[config.mk]
export PLATFORM = sky130hd
export DESIGN_NAME = audio_block_slip_controller_unit
export DESIGN_NICKNAME = d
export VERILOG_FILES = /design/src/hw/rtl/abs_pkg.sv /design/src/hw/rtl/audio_block_slip_controller_unit.sv /design/src/hw/rtl/abs_core.sv /design/src/hw/rtl/abs_ofifo.sv
export SDC_FILE = /design/constraint.sdc
export NUM_CORES = 1
export LEC_CHECK = 0
export BUFFER_PORTS_ARGS = -buffer_cell sky130_fd_sc_hd__clkbuf_2
export CORE_MARGIN = 4
export CORE_UTILIZATION = 58
export CTS_BUF_LIST = sky130_fd_sc_hd__clkbuf_2 sky130_fd_sc_hd__clkbuf_4 sky130_fd_sc_hd__clkbuf_8
export DETAILED_ROUTE_END_ITERATION = 8
export PLACE_DENSITY_LB_ADDON = 0.1
export RECOVER_POWER = 25
export SLEW_MARGIN = 20
export SYNTH_ARGS = -nofsm -noshare
export SYNTH_HDL_FRONTEND = slang
export SYNTH_SLANG_ARGS = --single-unit
[constraint.sdc]
create_clock -name clk -period 9.5 [get_ports clk]
set_input_delay 0.475 -clock clk [delete_from_list [all_inputs] [get_ports clk]]
set_output_delay 0.475 -clock clk [all_outputs]
set_load 0.02 [all_outputs]
[src/hw/rtl/abs_pkg.sv]
// Shared types, codes and reset values for the audio block slip controller.
package abs_pkg;

  localparam logic [1:0] REQ_MEASURE = 2'd0;
  localparam logic [1:0] REQ_BLOCK   = 2'd1;
  localparam logic [1:0] REQ_START   = 2'd2;

  localparam logic [1:0] MODE_DROP   = 2'd0;
  localparam logic [1:0] MODE_NORMAL = 2'd1;
  localparam logic [1:0] MODE_DUP    = 2'd2;

  localparam logic [2:0] REG_BLOCK_TICKS = 3'd0;
  localparam logic [2:0] REG_DRIFT_LIMIT = 3'd1;
  localparam logic [2:0] REG_SLIP_STEP   = 3'd2;
  localparam logic [2:0] REG_SLIP_FIRE   = 3'd3;
  localparam logic [2:0] REG_MARKER_MODE = 3'd4;

  localparam logic [15:0] BLOCK_TICKS_RST = 16'd1470;
  localparam logic [15:0] DRIFT_LIMIT_RST = 16'd1470;
  localparam logic [7:0]  SLIP_STEP_RST   = 8'd50;
  localparam logic [7:0]  SLIP_FIRE_RST   = 8'd100;
  localparam logic        MARKER_MODE_RST = 1'b1;

  localparam logic [8:0]  ACC_MAX = 9'h1FF;

  localparam int OFIFO_DEPTH = 4;

  typedef struct packed {
    logic [15:0] block_ticks;
    logic [15:0] drift_limit;
    logic [7:0]  slip_step;
    logic [7:0]  slip_fire;
    logic        marker_mode;
  } cfg_t;

  typedef struct packed {
    logic [1:0]  req_type;
    logic [23:0] buffered_ticks;
    logic [31:0] now_ticks;
  } item_t;

  typedef struct packed {
    logic [31:0] send_stamp;
    logic        marker_bit;
    logic        is_repeat;
    logic        last_of_run;
  } result_t;

  typedef struct packed {
    logic [1:0] count;
    result_t    r0;
    result_t    r1;
  } push_t;

endpackage

[src/hw/rtl/audio_block_slip_controller_unit.sv]
// Top level of the audio block slip controller.
//
// Usage:
//   Requests enter on in_valid/in_ready with req_type, buffered_ticks and
//   now_ticks. Start and measurement requests update state and give no
//   result; a block request gives one result, or two when a block is
//   repeated, or none when it is dropped. Results leave on
//   out_valid/out_ready, one per cycle while out_ready is high, in order.
//   Registers are written on cfg_valid/cfg_ready with cfg_index/cfg_data;
//   cfg_ready is always high. Write them only while the block is idle.
//   A request is held in the input register until the result queue has
//   space; it then updates state and pushes its results into the queue.
//   Throughput is one request per cycle while the queue has space, set
//   by the result queue draining one result per cycle, so a repeated
//   block, which gives two results, can hold up the input.
//   Reset clears the slip state, loads register defaults and empties the
//   queue. When out_ready is low the four-entry queue fills and in_ready
//   drops once it holds more than two results and a request waits in the
//   input register.
module audio_block_slip_controller_unit (
  input  logic        clk,
  input  logic        rst,
  input  logic        in_valid,
  output logic        in_ready,
  input  logic [1:0]  req_type,
  input  logic [23:0] buffered_ticks,
  input  logic [31:0] now_ticks,
  output logic        out_valid,
  input  logic        out_ready,
  output logic [31:0] send_stamp,
  output logic        marker_bit,
  output logic        is_repeat,
  output logic        last_of_run,
  input  logic        cfg_valid,
  output logic        cfg_ready,
  input  logic [2:0]  cfg_index,
  input  logic [15:0] cfg_data
);
  import abs_pkg::*;

  cfg_t    cfg;
  item_t   item;
  logic    in_full;
  logic    take;
  logic    space;
  push_t   push;
  result_t head;

  assign cfg_ready = 1'b1;
  assign in_ready  = !in_full || space;
  assign take      = in_full && space;

  always_ff @(posedge clk) begin
    if (rst) begin
      cfg.block_ticks <= BLOCK_TICKS_RST;
      cfg.drift_limit <= DRIFT_LIMIT_RST;
      cfg.slip_step   <= SLIP_STEP_RST;
      cfg.slip_fire   <= SLIP_FIRE_RST;
      cfg.marker_mode <= MARKER_MODE_RST;
    end else if (cfg_valid && cfg_ready) begin
      unique case (cfg_index)
        REG_BLOCK_TICKS: cfg.block_ticks <= cfg_data;
        REG_DRIFT_LIMIT: cfg.drift_limit <= cfg_data;
        REG_SLIP_STEP:   cfg.slip_step   <= cfg_data[7:0];
        REG_SLIP_FIRE:   cfg.slip_fire   <= cfg_data[7:0];
        REG_MARKER_MODE: cfg.marker_mode <= cfg_data[0];
        default: begin
        end
      endcase
    end
  end

  always_ff @(posedge clk) begin
    if (rst) begin
      in_full <= 1'b0;
    end else if (in_valid && in_ready) begin
      in_full <= 1'b1;
    end else if (take) begin
      in_full <= 1'b0;
    end
  end

  always_ff @(posedge clk) begin
    if (in_valid && in_ready) begin
      item.req_type       <= req_type;
      item.buffered_ticks <= buffered_ticks;
      item.now_ticks      <= now_ticks;
    end
  end

  abs_core u_core (
    .clk  (clk),
    .rst  (rst),
    .take (take),
    .item (item),
    .cfg  (cfg),
    .push (push)
  );

  abs_ofifo u_ofifo (
    .clk       (clk),
    .rst       (rst),
    .push      (push),
    .space     (space),
    .out_valid (out_valid),
    .out_ready (out_ready),
    .head      (head)
  );

  assign send_stamp  = head.send_stamp;
  assign marker_bit  = head.marker_bit;
  assign is_repeat   = head.is_repeat;
  assign last_of_run = head.last_of_run;

  a_push_only_on_take: assert property (@(posedge clk) disable iff (rst)
    push.count != 2'd0 |-> take && item.req_type == REQ_BLOCK)
    else $error("result pushed without a block request");

  a_repeat_pair: assert property (@(posedge clk) disable iff (rst)
    push.count == 2'd2 |-> push.r1.is_repeat && push.r1.last_of_run &&
                           !push.r0.is_repeat && !push.r0.last_of_run)
    else $error("repeated block pair malformed");

  a_empty_after_reset: assert property (@(posedge clk)
    rst |=> !out_valid)
    else $error("result valid right after reset");

  a_no_push_when_full: assert property (@(posedge clk) disable iff (rst)
    !space |-> push.count == 2'd0)
    else $error("result queue overrun");

endmodule

[src/hw/rtl/abs_core.sv]
// Slip state registers and the single-pass update for one request.
module abs_core (
  input  logic          clk,
  input  logic          rst,
  input  logic          take,
  input  abs_pkg::item_t item,
  input  abs_pkg::cfg_t  cfg,
  output abs_pkg::push_t push
);
  import abs_pkg::*;

  logic [31:0] send_time, send_time_next;
  logic [31:0] drift, drift_next;
  logic [1:0]  slip_mode, slip_mode_next;
  logic [8:0]  slip_accum, slip_accum_next;
  logic        marker_state, marker_state_next;
  logic        period_seen, period_seen_next;

  logic [7:0]  step_eff;
  logic [9:0]  acc_sum;
  logic [8:0]  acc_sat;
  logic        fires;
  logic [8:0]  acc_less;
  logic [31:0] bt32;
  logic [31:0] lim32;
  logic [31:0] drift_dn;
  logic [31:0] drift_up;
  logic        dn_above;
  logic        up_pos;
  logic [31:0] drift_m;
  logic        m_above;
  logic [31:0] stamp1;
  logic [31:0] stamp2;

  assign step_eff = (cfg.slip_step < cfg.slip_fire) ? cfg.slip_step : cfg.slip_fire;
  assign acc_sum  = {1'b0, slip_accum} + {2'b00, step_eff};
  assign acc_sat  = (acc_sum > {1'b0, ACC_MAX}) ? ACC_MAX : acc_sum[8:0];
  assign fires    = acc_sat >= {1'b0, cfg.slip_fire};
  assign acc_less = acc_sat - {1'b0, cfg.slip_fire};

  assign bt32     = {16'd0, cfg.block_ticks};
  assign lim32    = {16'd0, cfg.drift_limit};
  assign drift_dn = drift - bt32;
  assign drift_up = drift + bt32;
  assign dn_above = !drift_dn[31] && (drift_dn > lim32);
  assign up_pos   = !drift_up[31] && (drift_up != 32'd0);

  assign drift_m  = send_time + {8'd0, item.buffered_ticks} - item.now_ticks;
  assign m_above  = !drift_m[31] && (drift_m > lim32);

  assign stamp1   = send_time + bt32;
  assign stamp2   = send_time + {15'd0, cfg.block_ticks, 1'b0};

  always_comb begin
    send_time_next    = send_time;
    drift_next        = drift;
    slip_mode_next    = slip_mode;
    slip_accum_next   = slip_accum;
    marker_state_next = marker_state;
    period_seen_next  = period_seen;
    push.count        = 2'd0;
    push.r0           = '{send_stamp: send_time, marker_bit: marker_state,
                          is_repeat: 1'b0, last_of_run: 1'b1};
    push.r1           = '{send_stamp: stamp1, marker_bit: marker_state,
                          is_repeat: 1'b1, last_of_run: 1'b1};
    if (take) begin
      unique case (item.req_type)
        REQ_START: begin
          send_time_next = item.now_ticks;
        end
        REQ_MEASURE: begin
          drift_next = drift_m;
          if (drift_m[31]) begin
            slip_mode_next = MODE_DUP;
          end else if (m_above) begin
            slip_mode_next = MODE_DROP;
          end else begin
            slip_mode_next = MODE_NORMAL;
          end
          slip_accum_next = '0;
          if (period_seen && !cfg.marker_mode) begin
            marker_state_next = 1'b0;
          end
          period_seen_next = 1'b1;
        end
        REQ_BLOCK: begin
          if (slip_mode == MODE_DROP && fires) begin
            // block is dropped, no result out
            drift_next = drift_dn;
            if (!dn_above) begin
              slip_mode_next  = MODE_NORMAL;
              slip_accum_next = acc_sat;
            end else begin
              slip_accum_next = acc_less;
            end
          end else if (slip_mode == MODE_DUP && fires) begin
            drift_next = drift_up;
            if (up_pos) begin
              slip_mode_next  = MODE_NORMAL;
              slip_accum_next = acc_sat;
            end else begin
              slip_accum_next = acc_less;
            end
            push.count          = 2'd2;
            push.r0.last_of_run = 1'b0;
            send_time_next      = stamp2;
          end else begin
            if (slip_mode == MODE_DROP || slip_mode == MODE_DUP) begin
              slip_accum_next = acc_sat;
            end
            push.count     = 2'd1;
            send_time_next = stamp1;
          end
        end
        default: begin
        end
      endcase
    end
  end

  always_ff @(posedge clk) begin
    if (rst) begin
      send_time    <= '0;
      drift        <= '0;
      slip_mode    <= MODE_NORMAL;
      slip_accum   <= '0;
      marker_state <= 1'b1;
      period_seen  <= 1'b0;
    end else begin
      send_time    <= send_time_next;
      drift        <= drift_next;
      slip_mode    <= slip_mode_next;
      slip_accum   <= slip_accum_next;
      marker_state <= marker_state_next;
      period_seen  <= period_seen_next;
    end
  end

endmodule

[src/hw/rtl/abs_ofifo.sv]
// Small result queue taking up to two results a cycle and giving one.
module abs_ofifo (
  input  logic             clk,
  input  logic             rst,
  input  abs_pkg::push_t   push,
  output logic             space,
  output logic             out_valid,
  input  logic             out_ready,
  output abs_pkg::result_t head
);
  import abs_pkg::*;

  localparam int PtrW = $clog2(OFIFO_DEPTH);
  localparam int CntW = $clog2(OFIFO_DEPTH + 1);

  result_t             slots [OFIFO_DEPTH];
  logic [PtrW-1:0]     wr_ptr, wr_ptr_next;
  logic [PtrW-1:0]     rd_ptr, rd_ptr_next;
  logic [CntW-1:0]     count, count_next;
  logic                pop;
  logic [PtrW-1:0]     wr_ptr1;

  assign pop       = out_valid && out_ready;
  assign out_valid = count != '0;
  assign head      = slots[rd_ptr];
  assign space     = count <= CntW'(OFIFO_DEPTH - 2);
  assign wr_ptr1   = wr_ptr + PtrW'(1);

  always_comb begin
    wr_ptr_next = wr_ptr + PtrW'(push.count);
    rd_ptr_next = pop ? rd_ptr + PtrW'(1) : rd_ptr;
    count_next  = count + CntW'(push.count) - CntW'(pop);
  end

  always_ff @(posedge clk) begin
    if (push.count != 2'd0) begin
      slots[wr_ptr] <= push.r0;
    end
    if (push.count == 2'd2) begin
      slots[wr_ptr1] <= push.r1;
    end
  end

  always_ff @(posedge clk) begin
    if (rst) begin
      wr_ptr <= '0;
      rd_ptr <= '0;
      count  <= '0;
    end else begin
      wr_ptr <= wr_ptr_next;
      rd_ptr <= rd_ptr_next;
      count  <= count_next;
    end
  end

endmodule

-- Word-level counts from Yosys, hierarchy flattened
Memories as Yosys holds them, arrays and structs flattened. A register that Yosys moved wholly into a read port is not among the register bits.
Cells that the tools add are included.
- add/sub/neg operators: 13
- $lt $le $gt $ge: 6
- equal/unequal tests: 13
- muxes and demuxes: 37
- reduce and logical (&&, ||, !) cells: 36
- operators with widths (cell ; count):
    32-bit 2-to-1 mux ; 4
    32-bit case mux with 2 select lines ; 2
    32-bit by 16-bit adder with 32-bit output ; 2
    32-bit by 16-bit greater-than comparator with 1-bit output ; 2
    9-bit 2-to-1 mux ; 6
    32-bit by 17-bit adder with 32-bit output ; 1
    32-bit by 24-bit adder with 32-bit output ; 1
    32-bit nonzero test ; 1
    32-bit by 16-bit subtractor with 32-bit output ; 1
    32-bit subtractor ; 1
    2-bit 2-to-1 mux ; 11
    9-bit case mux with 2 select lines ; 1
    2-bit AND reduction ; 6
    3-bit AND reduction ; 4
    1-bit 2-to-1 mux ; 11
    9-bit by 8-bit adder with 10-bit output ; 1
    10-bit by 9-bit greater-than comparator with 1-bit output, second input constant ; 1
    9-bit by 8-bit greater-or-equal comparator with 1-bit output ; 1
    1-bit logical AND ; 9
    9-bit by 8-bit subtractor with 9-bit output ; 1
    8-bit < comparator ; 1
    8-bit 2-to-1 mux ; 1
    2-bit nonzero test ; 4
    2-bit equality test, second input constant ; 3
    other kinds (20) ; 29
- bits in registers: 192
- memory bits (writable): 140
- bits of input ports: 82
- output and inout bits: 38
- word-level logic and storage cells: 124
- memories kept: 1
- memory list (name ; depth ; bits a word ; rd ports ; clocked after memory_dff ; write ports ; RTL line ; RTL):
    u_ofifo.slots ; 4 ; 35 ; 1 ; 1 ; 2 ; abs_ofifo.sv:16 ; result_t slots [OFIFO_DEPTH];

-- Longest topological paths before layout
Gate-level depths: netlist (run 1).
- word-level depth: 14
- gate-level depth with buffers: 34
- mapped depth without buffers: 33

-- Hierarchy
A second synthesis (run 1) with hierarchy kept.
- cell total of the unflattened synthesis: 2575
- area total of the unflattened synthesis: 24871.4 µm²
- modules (own cells, without submodules) (module ; times used ; cells each ; area each (µm²) ; seq. area each (µm²)):
    abs_core ; 1 ; 1930 ; 13833.3 ; 1541.5
    abs_ofifo ; 1 ; 388 ; 7253.2 ; 4384.2
    audio_block_slip_controller_unit ; 1 ; 257 ; 3784.9 ; 2742.6

-- Worst setup path before layout (run 1)
No wires, ideal clock.
- path kind: register to register
- from: reg, netlist name cfg[2]
- to: mem u_ofifo.slots[3][10] (netlist name) (enable)
- setup time: 0.473 ns
- arrival time: 8.510 ns
- data required time: 9.027 ns
- slack: 0.517 ns
- stages on the path, launching flop included: 31
- buffers on the path: 1
- clock period less this slack: 8.983 ns
- cells stage by stage: dfxtp_1 > inv_1 > ha_1 > a21oi_1 > nor2b_1 > o21ai_0 > nand2b_1 > a21oi_1 > nor2b_1 > o21ai_0 > nand2b_1 > a21oi_1 > mux2_2 > ha_1 > a21o_1 > a21oi_1 > o211ai_1 > and3_1 > o21ai_0 > nand2b_1 > ha_1 > nor2b_1 > o21ai_0 > a21boi_0 > o31a_1 > o31a_1 > o31a_1 > clkbuf_1 > nor2_1 > nand2_1 > o21ai_0
- RTL lines (element ; RTL line):
    end: declaration ; abs_ofifo.sv:16

==> results.yml, run 1 <==
floorplanning:
  core_um2: 41110
  dieHeight_um: 212.8
  start_util_pct: 59.19
  pin_count: 120
  dieArea_um2: 45290
  die_w_um: 212.8
  core.rowCount: 74
pwr:
  p_sw_share_pct: 36.67
  vdd_drop_max_mv: 0.1454
  p_int_mw: 3.087
  finalPower_mw: 4.875
  clkPwrFrac_pct: 30.7
  power_frac_seq_pct: 34.5
  p_per_area_nw_per_um2: 179.2
  switchingPower_mw: 1.788
  leakagePower_nw: 10.83
  combPwrFrac_pct: 34.8
finish:
  nets: 3159
  multiInputGateArea_um2: 14470
  seqCellArea_um2: 8589
  area_growth_pct: 11.82
  final_cells: 3462
  diodes: 0
  layout-drive-gt1-share_pct: 11.09
  fillCellCount: 3434
placement:
  io_buffers: 118
  post-place-ws_ns: 1.630
  placed_cells: 3302
  dp_hpwl_um: 60410
  gp_congestion: 1.016
clock_network:
  cts-root-buf: "clkbuf_8"
  clock_latency_ns: 0.69
  clk_pin_slew_ns: 0.06
  cts_resized: 0
  cts_buffer_depth: 3
  cts_tree: "done"
  htreeDepth: 2
  cts_sinks: 334
  cts_buffers: 57
drt:
  drt-initial-drc-count: 2765
  wire_per_inst_um: 23.85
  wl_um: 82570
  via_per_inst: 6.570
  post-route-drc-count: 0
  antenna_left: 0
  vias: 22744
  dr.pass1.iters: 7
min_path:
  hp-start: "in_valid"
  min_path_type: "in -> reg"
yosys:
  synthArstFlopShare_pct: 0
  synth.avg_cell_area_um2: 8.785
  synth-edff-count: 190
  yosys_register_bits: 334
  synth_cell_types: 82
  ys_seq_area_share_pct: 35.29
  synth-main-ff-cell: "edfxtp_1"
  synth_warnings: 0
  mappedNetlistArea_um2: 24330
  netlist_instances: 2770
  synth_nets: 3048
sta:
  timing.final.max_slew_violations: 189
  rsz0062_at_grt: "false"
  fin_crit_ns: 8.103
  maxSlewHeadroom_pct: -140.3
  hold_viol: 0
  fin_skew_ns: 0.03472
  max_freq_ghz: 0.1234
  setup_slack_ns: 1.397
  worst_pin_slew_ns: 3.605
  setup_tns_ns: 0
  setup_violations: 0
  post-route-period-util_pct: 85.30
  whs_ns: 0.03290
setup_path:
  crit_slowest_cell: "nand3_1"
  worstPathArrival_ns: 8.59
  cp_max_fo: 38
  critPathRequiredTime_ns: 9.98
  max_stage_delay_ns: 0.69
  cpMostUsedCell: "o21ai_0"
  crit_path_end_kind: "flop"
  critPathLaunchType: "flop"
  r2r_start: "cfg[2]"
  worstSetupPathType: "reg -> reg"
  cp-startpoint: "cfg[2]"
grt:
  antenna_found_initial: 0
  grt_pass1_wl_um: 127100
  grt_pass1_vias: 22038
  grt-ovfl-total: 0
  grtUsageTotal_pct: 35.87
  grt_max_degree: 67
status:
  status: "finished with violations"
  violations: "max-capacitance violations, max-slew violations"
job:
  cap_violations: 4
[Yosys cell counts (all sizes together) (11+ instances only)]
cell     instances  share of area [%]
xor2            31                1.1
nor4            21               0.54
clkbuf         137                2.1
o31ai           30               0.93
edfxtp         190                 23
a211oi          44                1.4
a21oi          195                4.0
nand3           49                1.0
mux4            35                3.2
o21ai          209                4.3
o21a            43                1.3
buf             19               0.38
or2             19               0.49
inv            201                3.1
nor2b           29               0.75
o211ai          67                2.1
nor2           228                3.5
nand4           26               0.67
fa              31                2.6
mux2i           37                1.5
dfxtp          144                 12
and2            20               0.51
a21o            39                1.2
ha             165                8.5
o21bai          15               0.46
and3            12               0.31
a211o           12               0.43
nor3            56                1.2
a22o            42                1.5
nand2b          23               0.59
or3             18               0.46
a31oi           20               0.51
nand2          299                4.6
a2111oi         11               0.42
o22ai           20               0.51
xnor2           82                3.0
[worst max-delay path, delay by kind of cell, from the launching register on]
family,cells,cell delay [ns]
flip-flops,1,0.41
buffers and inverters,3,0.58
AO/OA/AOI/OAI,16,3.25
multiplexers,1,0.37
adder cells (fa/ha/maj),3,0.95
AND/OR/NAND/NOR,9,2.32
[cell families after synthesis]
| group | after synthesis | share of synthesized area [%] |
|---|---|---|
| AND/OR/NAND/NOR | 836 | 15.84 |
| multiplexers | 82 | 5.224 |
| flip-flops | 334 | 35.29 |
| XOR/XNOR | 113 | 4.067 |
| adder cells (fa/ha/maj) | 196 | 11.03 |
| other | 1 | 0.01541 |
| AO/OA/AOI/OAI | 850 | 22.92 |
| buffers and inverters | 358 | 5.605 |
[final timing paths]
path | cells after the start | end | slack [ns]
setup / recovery | 32 | u_ofifo.slots[0][32] | 1.40
hold / removal | 3 | in_full | 0.03
setup reg to reg | 32 | u_ofifo.slots[0][32] | 1.40
hold reg to reg | 2 | cfg[31] | 0.46
[layout by cell type (no fill, tap or decap), types with 12 or more instances in the layout]
master / synthesis / final
a21oi_1: 195 / 195
a22o_1: 42 / 42
a211o_1: 12 / 12
nor2b_1: 29 / 29
o21a_1: 43 / 43
o21bai_1: 15 / 15
buf_4: 2 / 30
o31ai_1: 30 / 29
dlygate4sd3_1: 0 / 52
or2_2: 18 / 18
xor2_1: 31 / 31
or3_1: 18 / 18
clkinv_2: 0 / 12
and3_1: 12 / 12
nand3_1: 49 / 49
a21o_1: 39 / 39
nor2_1: 228 / 224
clkbuf_4: 0 / 14
nor3_1: 56 / 54
clkbuf_8: 0 / 67
nand4_1: 26 / 26
inv_1: 201 / 201
edfxtp_1: 190 / 190
dfxtp_1: 144 / 143
a31oi_1: 20 / 20
o21ai_0: 207 / 205
ha_1: 165 / 164
and2_1: 19 / 18
xnor2_1: 82 / 82
a211oi_1: 44 / 44
nor4_1: 21 / 21
nand2b_1: 23 / 23
o211ai_1: 67 / 67
clkbuf_1: 137 / 17
clkbuf_2: 0 / 104
fa_1: 31 / 31
mux2i_1: 37 / 37
nand2_1: 299 / 299
mux4_2: 35 / 35
o22ai_1: 20 / 20
[timing repair]
action | 4_1_cts | 5_1_grt
setup buffers | 0 | 0
endpoints found under the hold margin | 52 | 0
hold buffers | 52 | 0
[state kept, by name, indices dropped and copies added (netlist names), named ones only]
name / count
u_ofifo.slots: 140
item: 58
cfg: 49
u_core.drift: 32
u_core.send_time: 32
u_core.slip_accum: 9
u_ofifo.count: 3
u_core.slip_mode: 2
u_ofifo.rd_ptr: 2
u_ofifo.wr_ptr: 2
in_full: 1
u_core.marker_state: 1
u_core.period_seen: 1
[metal layers]
| layer | track usage, % | part of all wire (%) |
|---|---|---|
| met2 | 60.27 | 48 |
| met4 | 12.62 | 3.7 |
| met3 | 6.671 | 9.8 |
| met1 | 46.73 | 39 |
| met5 | 0 | 0 |
[through the flow]
| stage | cell area [um2] | utilization [%] |
|---|---|---|
| after floorplan | 24330 | - |
| after global placement | 25420 | 61.83 |
| after detailed placement | 25420 | 61.83 |
| after CTS | 27240 | 66.26 |
| after global routing | 27210 | 66.19 |
| final | 27210 | 66.19 |
[power groups by stage]
stage / Combinational, mW / Clock (mW) / Sequential [mW]
2_1_floorplan: 1.20 / 0 / 1.66
4_1_cts: 1.67 / 1.50 / 1.68
6_report: 1.70 / 1.50 / 1.68
3_5_place_dp: 1.64 / 0 / 1.71
5_1_grt: 1.84 / 1.58 / 1.69
3_3_place_gp: 1.61 / 0 / 1.70
[final cells by class]
| class | count | area share, % |
|---|---|---|
| Sequential cell | 334 | 31.57 |
| Clock inverter | 27 | 1.002 |
| Clock buffer | 81 | 3.775 |
| Inverter | 202 | 2.787 |
| Multi-Input combinational cell | 2078 | 53.17 |
| Tap cell | 532 | 2.446 |
| Timing Repair Buffer | 208 | 5.256 |
No activity file was read; power rests on OpenSTA's default activity.
==> run 2, diff against run 1 <==
--- a/config.mk
+++ b/config.mk
@@ -5,9 +5,10 @@
 export SDC_FILE = /design/constraint.sdc
 export NUM_CORES = 1
 export LEC_CHECK = 0
+export ABC_CLOCK_PERIOD_IN_PS = 7500
 export BUFFER_PORTS_ARGS = -buffer_cell sky130_fd_sc_hd__clkbuf_2
 export CORE_MARGIN = 4
-export CORE_UTILIZATION = 58
+export CORE_UTILIZATION = 60
 export CTS_BUF_LIST = sky130_fd_sc_hd__clkbuf_2 sky130_fd_sc_hd__clkbuf_4 sky130_fd_sc_hd__clkbuf_8
 export DETAILED_ROUTE_END_ITERATION = 8
 export PLACE_DENSITY_LB_ADDON = 0.1
==> constraint.sdc (replaced) <==
create_clock -name clk -period 7.5 [get_ports clk]
set_input_delay 0.375 -clock clk [delete_from_list [all_inputs] [get_ports clk]]
set_output_delay 0.375 -clock clk [all_outputs]
set_load 0.02 [all_outputs]
==> run 2 against run 1 <==
  * The flow still finishes with violations (max-capacitance violations, max-slew violations)
  * Combinational power rose by 29%
  * Via count grew 2.6%
  * Clock-buffer cell count fell by 7
  * First-iteration DRC count up 9.5%
  * Maximum frequency grew 14%
  * Sequential power grew 27%
  * Design area up 2.5%
  * Global-route usage up 1.2 points
==> results.yml, run 2 (same netlist as run 1, synthesis figures left out) <==
floorplanning:
  die_w_um: 209.4
  pin_count: 120
  core_um2: 39910
  dieArea_um2: 43840
  dieHeight_um: 209.4
  start_util_pct: 60.96
  core.rowCount: 73
setup_path:
  r2r_start: "cfg[36]"
  crit_path_end_kind: "flop"
  crit_slowest_cell: "or4_1"
  worstPathArrival_ns: 7.69
  worstSetupPathType: "reg -> reg"
  cp-startpoint: "cfg[36]"
  critPathRequiredTime_ns: 8.06
  critPathLaunchType: "flop"
  max_stage_delay_ns: 0.59
  cp_max_fo: 9
  crit_buf_inv: 1
  worstPathCellList: "inv_1, ha_1, o21a_1, o31a_1, o2111a_1, nor2_1, nor3_1, nor2_1, xnor2_1, ha_1, nor2b_1, a2111oi_0, nor3b_1, o311ai_0, or4_1, or4_1, o31a_1, a32oi_4, nor3_1, a211o_1"
  path_delay_family: "compound AO/OA/AOI/OAI gates"
pwr:
  p_per_area_nw_per_um2: 229.4
  p_int_mw: 4.080
  power_frac_seq_pct: 33.3
  p_sw_share_pct: 36.22
  vdd_drop_max_mv: 0.1581
  switchingPower_mw: 2.317
  finalPower_mw: 6.398
  clkPwrFrac_pct: 32.4
  leakagePower_nw: 11.14
  combPwrFrac_pct: 34.3
min_path:
  hp-start: "cfg_valid"
  min_path_type: "in -> reg"
placement:
  gp_congestion: 1.022
  io_buffers: 118
  placed_cells: 3325
  dp_hpwl_um: 61130
  post-place-ws_ns: -0.2042
  place_area_um2: 25640
clock_network:
  clk_pin_slew_ns: 0.06
  cts-root-buf: "clkbuf_8"
  cts_tree: "done"
  htreeDepth: 2
  clock_latency_ns: 0.71
  cts_buffer_depth: 3
  cts_sinks: 334
  cts_buffers: 58
finish:
  post-route-util_pct: 69.86
  layout-drive-gt1-share_pct: 12.26
  area_growth_pct: 14.59
  final_cells: 3512
  regMostFlops: "u_ofifo.slots"
  top_regs: "u_ofifo.slots (140), item (58), cfg (49)"
  final_common_cell: "nand2_1"
  largest_register_ffs: 140
  nets: 3216
  final_cell_mix: "nand2_1 (297), nor2_1 (221), o21ai_0 (204)"
  fillCellCount: 3157
  fin_area_um2: 27880
drt:
  drt-initial-drc-count: 3027
  wire_per_inst_um: 24.12
  dr_wl_met2_um: 39570
  routed.top_layer: "met4"
  vias: 23337
  dr.pass1.iters: 6
  antenna_left: 0
  wl_met3_um: 8394
  post-route-drc-count: 0
  via_per_inst: 6.645
  wl_um: 84690
  met1_length_um: 32420
status:
  violations: "max-capacitance violations, max-slew violations"
  status: "finished with violations"
grt:
  grt_max_degree: 63
  antenna_found_initial: 1
  grt-ovfl-total: 0
  grtUsageTotal_pct: 37.10
  grt_pass1_wl_um: 128900
  grt_pass1_vias: 22708
sta:
  setup_violations: 0
  fin_crit_ns: 7.124
  hold_viol: 0
  timing.final.max_slew_violations: 119
  worst_pin_slew_ns: 3.639
  setup_slack_ns: 0.3757
  fin_skew_ns: 0.04467
  max_freq_ghz: 0.1404
  rsz0062_at_grt: "false"
  post-route-period-util_pct: 94.99
  maxSlewHeadroom_pct: -142.6
job:
  cap_violations: 2
run 2: changes by cell type in the layout (fill, tap and decap cells not counted), moves of 5 or more:
cell | before | now
clkbuf_8 | 67 | 62
buf_4 | 30 | 60
dlygate4sd3_1 | 52 | 74
bufinv_16 | 5 | 11
run 2: timing repair:
| item | CTS | global route |
|---|---|---|
| cloned | 0 | 0 |
| pin swaps | 0 | 3 |
| hold buffers | 74 | 0 |
| buffers inserted | 0 | 4 |
| endpoints found under the hold margin | 91 | 0 |
| gates resized for setup | 1 | 17 |
| setup endpoints to repair | 42 | 325 |
run 2: per-layer routing:
| layer | GRT usage, % | vias up |
|---|---|---|
| li1 | - | 10472 |
| met1 | 48.65 | 11157 |
| met2 | 60.83 | 1442 |
| met3 | 6.173 | 266 |
| met4 | 16.58 | 0 |
| met5 | 0 | - |
run 2: worst paths after layout:
path	to	slack (ns)	cells after the start
hold / removal	cfg[0]	0.04	4
setup reg to reg	u_core.slip_accum[6]	0.38	20
setup / recovery	u_core.slip_accum[6]	0.38	20
hold reg to reg	cfg[28]	0.45	2
run 2: tightest hold or removal path: stages:
cell and delay [ns]:
clkbuf_2 0.09, nand3_1 0.09, mux2i_1 0.07, nand2_1 0.06
run 2: area by class of cell:
cell class / instances / area, um2 / area share, %
inverter: 202 / 758.2 / 2.719
multi-input combinational: 2078 / 14510 / 52.04
clock buffer: 74 / 943.4 / 3.383
antenna: 1 / 2.502 / 0.008974
tap: 525 / 656.9 / 2.356
timing repair buffer: 264 / 1963 / 7.040
clock inverter: 34 / 460.4 / 1.651
sequential: 334 / 8589 / 30.80
run 2: through the flow:
step	setup TNS [ns]	hold slack [ns]
finish	0	0.03790
detailed placement	-7.453	0.4484
global placement	0	0.4326
CTS	0	0.005867
global route	0	0.05651
floorplan	-38.81	0.4191
run 2: power groups by stage:
stage	Clock, mW	Combinational, mW	Sequential (mW)
finish	2.07	2.19	2.13
CTS	2.07	2.14	2.12
global route	2.17	2.36	2.14
floorplan	0	1.52	2.10
detailed placement	0	2.09	2.16
global placement	0	2.05	2.16
